File: config.mk
export PLATFORM = sky130hd
export DESIGN_NAME = srma_front
export DESIGN_NICKNAME = d
export VERILOG_FILES = /design/src/hw/rtl/srma_pkg.sv /design/src/hw/rtl/srma_front.sv
export SDC_FILE = /design/constraint.sdc
export NUM_CORES = 1
export LEC_CHECK = 0
export BUFFER_PORTS_ARGS = -buffer_cell sky130_fd_sc_hd__buf_2
export CAP_MARGIN = 10
export CORE_AREA = 2 2 121 123
export CTS_BUF_LIST = sky130_fd_sc_hd__clkbuf_8 sky130_fd_sc_hd__clkbuf_16
export DETAILED_ROUTE_END_ITERATION = 6
export DIE_AREA = 0 0 123 125
export PLACE_DENSITY = 0.78
export REMOVE_ABC_BUFFERS = 1
export SYNTH_ARGS = -nofsm -noshare
export SYNTH_HDL_FRONTEND = slang
export SYNTH_SLANG_ARGS = --single-unit
File: constraint.sdc
create_clock -name clk -period 12.83 [get_ports clk]
set_input_delay 0.6415 -clock clk [delete_from_list [all_inputs] [get_ports clk]]
set_output_delay 0.6415 -clock clk [all_outputs]
set_load 0.05 [all_outputs]
File: src/hw/rtl/srma_pkg.sv
package srma_pkg;

	localparam int MAX_ROWS = 64;
	localparam int MAX_COLS = 64;
	localparam int ROW_W    = $clog2(MAX_ROWS);
	localparam int COL_W    = $clog2(MAX_COLS);
	localparam int CELL_W   = ROW_W + COL_W;
	localparam int CELLS    = MAX_ROWS * MAX_COLS;
	localparam int FILL_W   = COL_W + 1;
	localparam int CFG_W    = 7;
	localparam int VAL_W    = 64;

	// command codes; the spare code decodes as a read
	localparam logic [1:0] CMD_INSERT = 2'd0;
	localparam logic [1:0] CMD_ADD    = 2'd1;
	localparam logic [1:0] CMD_READ   = 2'd2;

	// status codes
	localparam logic [1:0] STATUS_OK      = 2'd0;
	localparam logic [1:0] STATUS_BOUNDS  = 2'd1;
	localparam logic [1:0] STATUS_UNSIZED = 2'd2;

	// configuration register indexes
	localparam logic CFG_ROW_COUNT    = 1'b0;
	localparam logic CFG_COLUMN_COUNT = 1'b1;

	// default quiet NaN for an invalid add
	localparam logic [63:0] QNAN_DEFAULT = 64'hFFF8_0000_0000_0000;

	// classified item between front and back
	typedef struct packed {
		logic [1:0]       cmd;
		logic [ROW_W-1:0] row;
		logic [COL_W-1:0] col;
		logic [VAL_W-1:0] value;
		logic             direct;
		logic [1:0]       status;
	} srma_item_t;

	// control from back to front
	typedef struct packed {
		logic pop;
		logic clearing;
	} srma_ctl_t;

endpackage

File: src/hw/rtl/srma_front.sv
module srma_front (
	input  logic                          clk,
	input  logic                          arst_n,
	input  logic                          cfg_we,
	input  logic                          cfg_index,
	input  logic [srma_pkg::CFG_W-1:0]    cfg_data,
	input  logic                          in_valid,
	output logic                          in_stall,
	input  logic [1:0]                    cmd,
	input  logic [srma_pkg::ROW_W-1:0]    row,
	input  logic [srma_pkg::COL_W-1:0]    col,
	input  logic [srma_pkg::VAL_W-1:0]    value,
	input  srma_pkg::srma_ctl_t           ctl,
	output logic                          q_valid,
	output srma_pkg::srma_item_t          q_head
);

	logic [srma_pkg::CFG_W-1:0] row_count_q, column_count_q;
	srma_pkg::srma_item_t       fifo_q [2];
	logic                       wr_ptr_q, rd_ptr_q;
	logic [1:0]                 count_q;
	srma_pkg::srma_item_t       cls;
	logic                       push, is_read, row_bad, col_bad;

	// configuration registers
	always_ff @(posedge clk or negedge arst_n) begin
		if (!arst_n) begin
			row_count_q <= '0;
			column_count_q <= '0;
		end else if (cfg_we) begin
			unique case (cfg_index)
				srma_pkg::CFG_ROW_COUNT:    row_count_q <= cfg_data;
				srma_pkg::CFG_COLUMN_COUNT: column_count_q <= cfg_data;
				default: ;
			endcase
		end
	end

	// classify: errors and out-of-range reads resolve without the store
	always_comb begin
		is_read = cmd >= srma_pkg::CMD_READ;
		row_bad = {1'b0, row} >= row_count_q;
		col_bad = {1'b0, col} >= column_count_q;
		cls.cmd = cmd;
		cls.row = row;
		cls.col = col;
		cls.value = value;
		cls.direct = 1'b1;
		priority if (is_read && row_bad) begin
			cls.status = srma_pkg::STATUS_BOUNDS;
		end else if (is_read && col_bad) begin
			cls.status = srma_pkg::STATUS_OK;
		end else if (!is_read && (row_count_q == '0)) begin
			cls.status = srma_pkg::STATUS_UNSIZED;
		end else if (!is_read && (row_bad || col_bad)) begin
			cls.status = srma_pkg::STATUS_BOUNDS;
		end else begin
			cls.status = srma_pkg::STATUS_OK;
			cls.direct = 1'b0;
		end
	end

	assign in_stall = (count_q == 2'd2) || ctl.clearing;
	assign push     = in_valid && !in_stall;
	assign q_valid  = count_q != 2'd0;
	assign q_head   = fifo_q[rd_ptr_q];

	// two-entry queue toward the back end
	always_ff @(posedge clk) begin
		if (push) begin
			fifo_q[wr_ptr_q] <= cls;
		end
	end

	always_ff @(posedge clk or negedge arst_n) begin
		if (!arst_n) begin
			wr_ptr_q <= 1'b0;
			rd_ptr_q <= 1'b0;
			count_q <= 2'd0;
		end else begin
			if (push) begin
				wr_ptr_q <= !wr_ptr_q;
			end
			if (ctl.pop) begin
				rd_ptr_q <= !rd_ptr_q;
			end
			count_q <= count_q + {1'b0, push} - {1'b0, ctl.pop};
		end
	end

endmodule

==> flow_metrics.env, run 1 <==
export IMPL_via_per_inst=5.06
export IMPL_fin_nets=643
export IMPL_drtIter0Drc=319
export IMPL_finalSetupTns_ns=0
export IMPL_start_kind="flop"
export IMPL_finalHoldViolCount=0
export IMPL_slew_violations=0
export IMPL_power_density_mw_per_mm2=233
export IMPL_fin_crit_ns=3.31
export IMPL_wire_per_inst_um=17.2
export IMPL_dp_hpwl_um=8730
export IMPL_routed_wl_um=12600
export IMPL_criticalPathCategory="flop to primary output"
export IMPL_insertedDiodeCount=0
export IMPL_grt_pass1_vias=3811
export IMPL_cts_resized=0
export IMPL_worstSkewPairLatency_ns=0.41
export IMPL_synthToLayoutAreaGrowth_pct=21.3
export IMPL_seqPwrFrac_pct=37.8
export IMPL_synth_top_area_share_pct=66.8
export IMPL_syn_avg_cell_area_um2=20.8
export IMPL_finClkSkew_ns=0.00659
export IMPL_internal_power_uw=1300
export IMPL_initial_core_util_pct=51.3
export IMPL_worst_pin_slew_ns=1.10
export IMPL_status="finished, final reports clean"
export IMPL_grt_pass1_wl_um=19000
export IMPL_hold_ws_ns=0.154
export IMPL_yosysWarningCount=0
export IMPL_setup_violations=0
export IMPL_clkPwrFrac_pct=24.8
export IMPL_dr_pass1_iters=7
export IMPL_cts_tree="done"
export IMPL_port_buffers=174
export IMPL_fp_dieArea_mm2=0.0154
export IMPL_die_height_um=125
export IMPL_critPathArrivalTime_ns=2.67
export IMPL_core_area_mm2=0.0142
export IMPL_vias=3711
export IMPL_io_pins=175
export IMPL_fmax_ghz=0.302
export IMPL_numClockSinks=180
export IMPL_antenna_found_initial=0
export IMPL_p_sw_uw=761
export IMPL_ir_worst_vdd_uv=171
export IMPL_grt_max_degree=82
export IMPL_syn_inst=351
export IMPL_cp_required_ns=12.19
export IMPL_final_common_cell="buf_2"
export IMPL_cts_root_buf="clkbuf_16"
export IMPL_power_leakage_uw=0.00366
export IMPL_cts_setup_buffers=0
export IMPL_netlist_area_mm2=0.00728
export IMPL_hp_class="input pin to async pin"
export IMPL_path_max_fanout=53
export IMPL_fin_crit_sh_pct=25.8
export IMPL_ys_seq_area_share_pct=73.0
export IMPL_slew_headroom_pct=26.6
export IMPL_cts_hold_buf=0
export IMPL_crit_path_end_kind="primary output"
export IMPL_rows=44
export IMPL_path_clk_slew_ns=0.06
export IMPL_layout_common_cells="174 x buf_2, 162 x edfxtp_1, 79 x mux2_4"
export IMPL_numCtsBuffers=17
export IMPL_grt_overflow_total=0
export IMPL_die_w_um=123
export IMPL_yosys_register_bits=180
export IMPL_clockBufferDepth=2
export IMPL_maxCapViolCount=0
export IMPL_synth_area_leaders="edfxtp_1 67%, mux2_4 16%, dfrtp_1 6.2%"
export IMPL_synth_top_area_cell="edfxtp_1"
export IMPL_yosysUniqueCellTypes=26
export IMPL_drc=0
export IMPL_finalWeightedCongestion=0.729
export IMPL_worstRegToRegCells=5
export IMPL_cts_htree_levels=4
export IMPL_rsz0062_at_grt="no"
export IMPL_combinationalPowerShare_pct=37.4
export IMPL_track_usage_pct=16.6
export IMPL_swShare_pct=37.0
export IMPL_ant_nets=0
export IMPL_drive_above_1_share_pct=54.5
==> state kept, by name, summed over array words and instances, names as in the netlist <==
name	count
fifo_q	162
row_count_q	7
rd_ptr_q	1
column_count_q	7
wr_ptr_q	1
count_q	2
==> cell families (layout without fill, tap and decap cells) <==
group / after synthesis / in the layout / share of synthesized area (%)
AOI/OAI and AO/OA: 17 / 17 / 1.46
xor gates and xnor gates: 4 / 4 / 0.481
DFF: 180 / 180 / 73.0
adders and majority gates: 14 / 14 / 2.40
muxes: 90 / 90 / 18.0
and+or+nand+nor: 20 / 20 / 1.46
buffers and inverters: 26 / 225 / 3.25
==> cells in the mapped netlist <==
library cell / instances
edfxtp_1: 162
mux2_4: 79
dfrtp_1: 18
inv_1: 16
ha_1: 14
mux2_2: 11
buf_12: 8
nand2_1: 8
o21ai_0: 5
a21o_1: 4
a21oi_1: 3
nand2b_1: 3
xnor2_1: 3
a31oi_1: 2
nand4b_1: 2
nor4_1: 2
o22a_1: 2
and3_1: 1
buf_2: 1
buf_6: 1
nand3_1: 1
nor2_1: 1
nor2b_1: 1
o22ai_1: 1
or2_2: 1
xor2_1: 1
==> worst max-delay path: stages (launching register included) <==
cell and delay, ns:
dfrtp_4 0.78, buf_4 0.85, mux2_4 0.36, buf_2 0.21
==> cell type report <==
class / count / area [um^2]
clock buffer: 17 / 425
multi-input combinational: 145 / 1750
fill: 1045 / 5370
clock inverter: 15 / 163
inverter: 16 / 60.1
timing repair buffer: 177 / 893
tap: 184 / 230
sequential: 180 / 5320
==> worst paths after layout <==
check / from / to / slack, ns
worst max-delay path: rd_ptr_q / q_head[45] / 9.52
worst min-delay path: arst_n / column_count_q[2] / 0.15
worst max register to register: count_q[0] / fifo_q[0][1] / 10.61
worst min register to register: column_count_q[1] / column_count_q[1] / 0.51
max in group asynchronous: arst_n / rd_ptr_q / 12.35
min in group clk: value[44] / fifo_q[1][47] / 0.41
==> through the flow <==
stage                     instance area [um^2]  setup slack, ns  power (uW)  util (%)  cells
after floorplan                           7110             7.99        1450         -    341
after global placement                    8250             9.94        1560      58.1    702
after detailed placement                  8250             9.91        1570      58.1    702
after CTS                                 8840             9.45        2080      62.2    734
after global routing                      8840             9.38        2140      62.2    734
final                                     8840             9.52        2060      62.2    734
==> layer usage <==
metal	GRT usage, %	part of all wire, %	vias to the layer above
met5	0	0	-
met4	4.28	0.82	0
met3	5.61	7.5	10
met2	27.6	50	135
met1	21.0	42	1846
li1	-	-	1720
==> power groups by stage <==
stage | Clock [uW] | Combinational (uW) | Sequential [uW]
2_1_floorplan | 0 | 635 | 815
4_1_cts | 522 | 779 | 781
6_report | 510 | 769 | 779
5_1_grt | 545 | 804 | 788
3_3_place_gp | 0 | 768 | 787
3_5_place_dp | 0 | 778 | 793
No activity file was read; power rests on OpenSTA's default activity.
==> run 2, diff against run 1 <==
--- a/config.mk
+++ b/config.mk
@@ -7,11 +7,11 @@
 export LEC_CHECK = 0
 export BUFFER_PORTS_ARGS = -buffer_cell sky130_fd_sc_hd__buf_2
 export CAP_MARGIN = 10
-export CORE_AREA = 2 2 121 123
+export CORE_AREA = 2 2 127 129
 export CTS_BUF_LIST = sky130_fd_sc_hd__clkbuf_8 sky130_fd_sc_hd__clkbuf_16
 export DETAILED_ROUTE_END_ITERATION = 6
-export DIE_AREA = 0 0 123 125
-export PLACE_DENSITY = 0.78
+export DIE_AREA = 0 0 129 131
+export PLACE_DENSITY = 0.74
 export REMOVE_ABC_BUFFERS = 1
 export SYNTH_ARGS = -nofsm -noshare
 export SYNTH_HDL_FRONTEND = slang
==> constraint.sdc (replaced) <==
create_clock -name clk -period 3 [get_ports clk]
set_input_delay 0.15 -clock clk [delete_from_list [all_inputs] [get_ports clk]]
set_output_delay 0.15 -clock clk [all_outputs]
set_load 0.05 [all_outputs]
==> run 2 against run 1 <==
Combinational power grew to 4.5 times the previous value. Critical path depth stayed put. Global-route usage is 0.47 points higher. Final area is 10% higher. Critical endpoint is now q_head[47]. Largest cell class unchanged. Highest routed layer unchanged.
==> flow_metrics.env, run 2 (synthesis gave the netlist of run 1 again) <==
export IMPL_cts_htree_levels=4
export IMPL_numCtsBuffers=17
export IMPL_criticalPathCategory="flop to primary output"
export IMPL_power_density_mw_per_mm2=896
export IMPL_die_w_um=129
export IMPL_post_route_util_pct=62.5
export IMPL_numClockSinks=180
export IMPL_initial_core_util_pct=46.7
export IMPL_hold_start="in_valid"
export IMPL_finalHoldViolCount=0
export IMPL_power_leakage_uw=0.00401
export IMPL_hp_class="input pin to flop"
export IMPL_grt_pass1_vias=4233
export IMPL_worst_pin_slew_ns=0.661
export IMPL_worstSkewPairLatency_ns=0.43
export IMPL_fin_crit_sh_pct=76.7
export IMPL_layout_common_cells="174 x buf_2, 162 x edfxtp_1, 87 x dlygate4sd3_1"
export IMPL_insertedDiodeCount=0
export IMPL_final_area_mm2=0.00975
export IMPL_dr_pass1_iters=4
export IMPL_largest_registers="fifo_q x162, column_count_q x7, row_count_q x7"
export IMPL_grt_max_degree=43
export IMPL_wire_per_inst_um=16.6
export IMPL_worstHoldEndpoint="wr_ptr_q"
export IMPL_placed_cell_area_mm2=0.00836
export IMPL_antenna_found_initial=0
export IMPL_critPathArrivalTime_ns=2.15
export IMPL_largest_reg_flops=162
export IMPL_core_area_mm2=0.0156
export IMPL_via_per_inst=4.77
export IMPL_ff2ff_setup_slack_ns=0.98
export IMPL_clockBufferDepth=2
export IMPL_cts_setup_buffers=0
export IMPL_slew_headroom_pct=55.9
export IMPL_finalWeightedCongestion=0.731
export IMPL_fin_nets=734
export IMPL_fp_dieArea_mm2=0.0169
export IMPL_drtIter0Drc=260
export IMPL_grt_pass1_wl_um=21200
export IMPL_maxCapViolCount=0
export IMPL_drive_above_1_share_pct=47.3
export IMPL_start_kind="flop"
export IMPL_finClkSkew_ns=0.0106
export IMPL_rsz0062_at_grt="no"
export IMPL_dp_hpwl_um=9250
export IMPL_rows=46
export IMPL_routed_wl_um=14200
export IMPL_cp_required_ns=2.85
export IMPL_dr_wl_met3_um=778
export IMPL_slew_violations=0
export IMPL_fmax_ghz=0.435
export IMPL_final_common_cell="buf_2"
export IMPL_cts_tree="done"
export IMPL_io_pins=175
export IMPL_path_max_fanout=22
export IMPL_m1WireLength_um=5870
export IMPL_highest_layer="met4"
export IMPL_cts_root_buf="clkbuf_16"
export IMPL_synthToLayoutAreaGrowth_pct=33.8
export IMPL_nFillCells=1113
export IMPL_ir_worst_vdd_uv=481
export IMPL_drc=0
export IMPL_cts_resized=0
export IMPL_path_clk_slew_ns=0.06
export IMPL_port_buffers=174
export IMPL_status="finished, final reports clean"
export IMPL_ant_nets=0
export IMPL_met2_length_um=7350
export IMPL_power_total_uw=8740
export IMPL_worstRegToRegCells=5
export IMPL_holdPathStages=3
export IMPL_r2r_end="fifo_q[0][28]"
export IMPL_fin_crit_ns=2.30
export IMPL_vias=4091
export IMPL_regMostFlops="fifo_q"
export IMPL_die_height_um=131
export IMPL_setup_violations=0
export IMPL_crit_path_end_kind="primary output"
export IMPL_grt_overflow_total=0
export IMPL_track_usage_pct=17.1
export IMPL_r2r_start="count_q[0]"
## run 2: changes by cell type in the layout (fill, tap and decap cells not counted), sizes merged
cell         change
dlygate4sd3     +87
inv              -1
bufinv           -3
clkinv           +1
clkinvlp         +3
buf              +4
## run 2: worst max-delay path: stages (launching register included)
cell     delay, ns
dfrtp_4       0.70
buf_4         0.45
mux2_4        0.35
buf_2         0.21
## run 2: routing by layer
| metal | global-route usage (%) | vias to the layer above |
|---|---|---|
| met4 | 6.71 | 0 |
| met2 | 30.3 | 151 |
| met3 | 4.64 | 17 |
| met5 | 0 | - |
| li1 | - | 1907 |
| met1 | 19.8 | 2016 |
## run 2: through the flow
stage                     TNS [ns]  instances  hold WS, ns  worst slack, ns
after floorplan            -185.07        341       -0.146            -1.60
after global placement           0        738       0.0920             1.06
after detailed placement         0        738        0.110            0.966
after CTS                        0        857       0.0906            0.655
after global routing             0        857        0.119            0.620
final                            0        857        0.115            0.699
## run 2: worst max path at each step
stage | start | end | slack [ns] | cells after the start
after floorplan | count_q[0] | fifo_q[0][0] | -1.60 | 4
after detailed placement | count_q[0] | fifo_q[0][57] | 0.97 | 5
after CTS | rd_ptr_q | q_head[48] | 0.65 | 3
final | rd_ptr_q | q_head[47] | 0.70 | 3
after global routing | rd_ptr_q | q_head[47] | 0.62 | 3
after global placement | count_q[0] | fifo_q[0][67] | 1.06 | 5
## run 2: where the power goes
part / switching, uW / internal [uW]
clock network: 912 / 1050
registers: 178 / 3110
logic: 2260 / 1230
total: 3350 / 5380
## run 2: timing repair
item,4_1_cts,5_1_grt
hold endpoints to repair,189,0
hold buffers,87,0
endpoints found under the setup margin,0,0
## run 2: cell type report
cell class	instances	area, um^2	share of cell area (%)
Timing Repair Buffer	268	1830	18.8
Multi-Input combinational cell	145	1750	17.9
Inverter	16	60.1	0.616
Tap cell	216	270	2.77
Clock inverter	15	93.8	0.963
Sequential cell	180	5320	54.6
Clock buffer	17	425	4.37
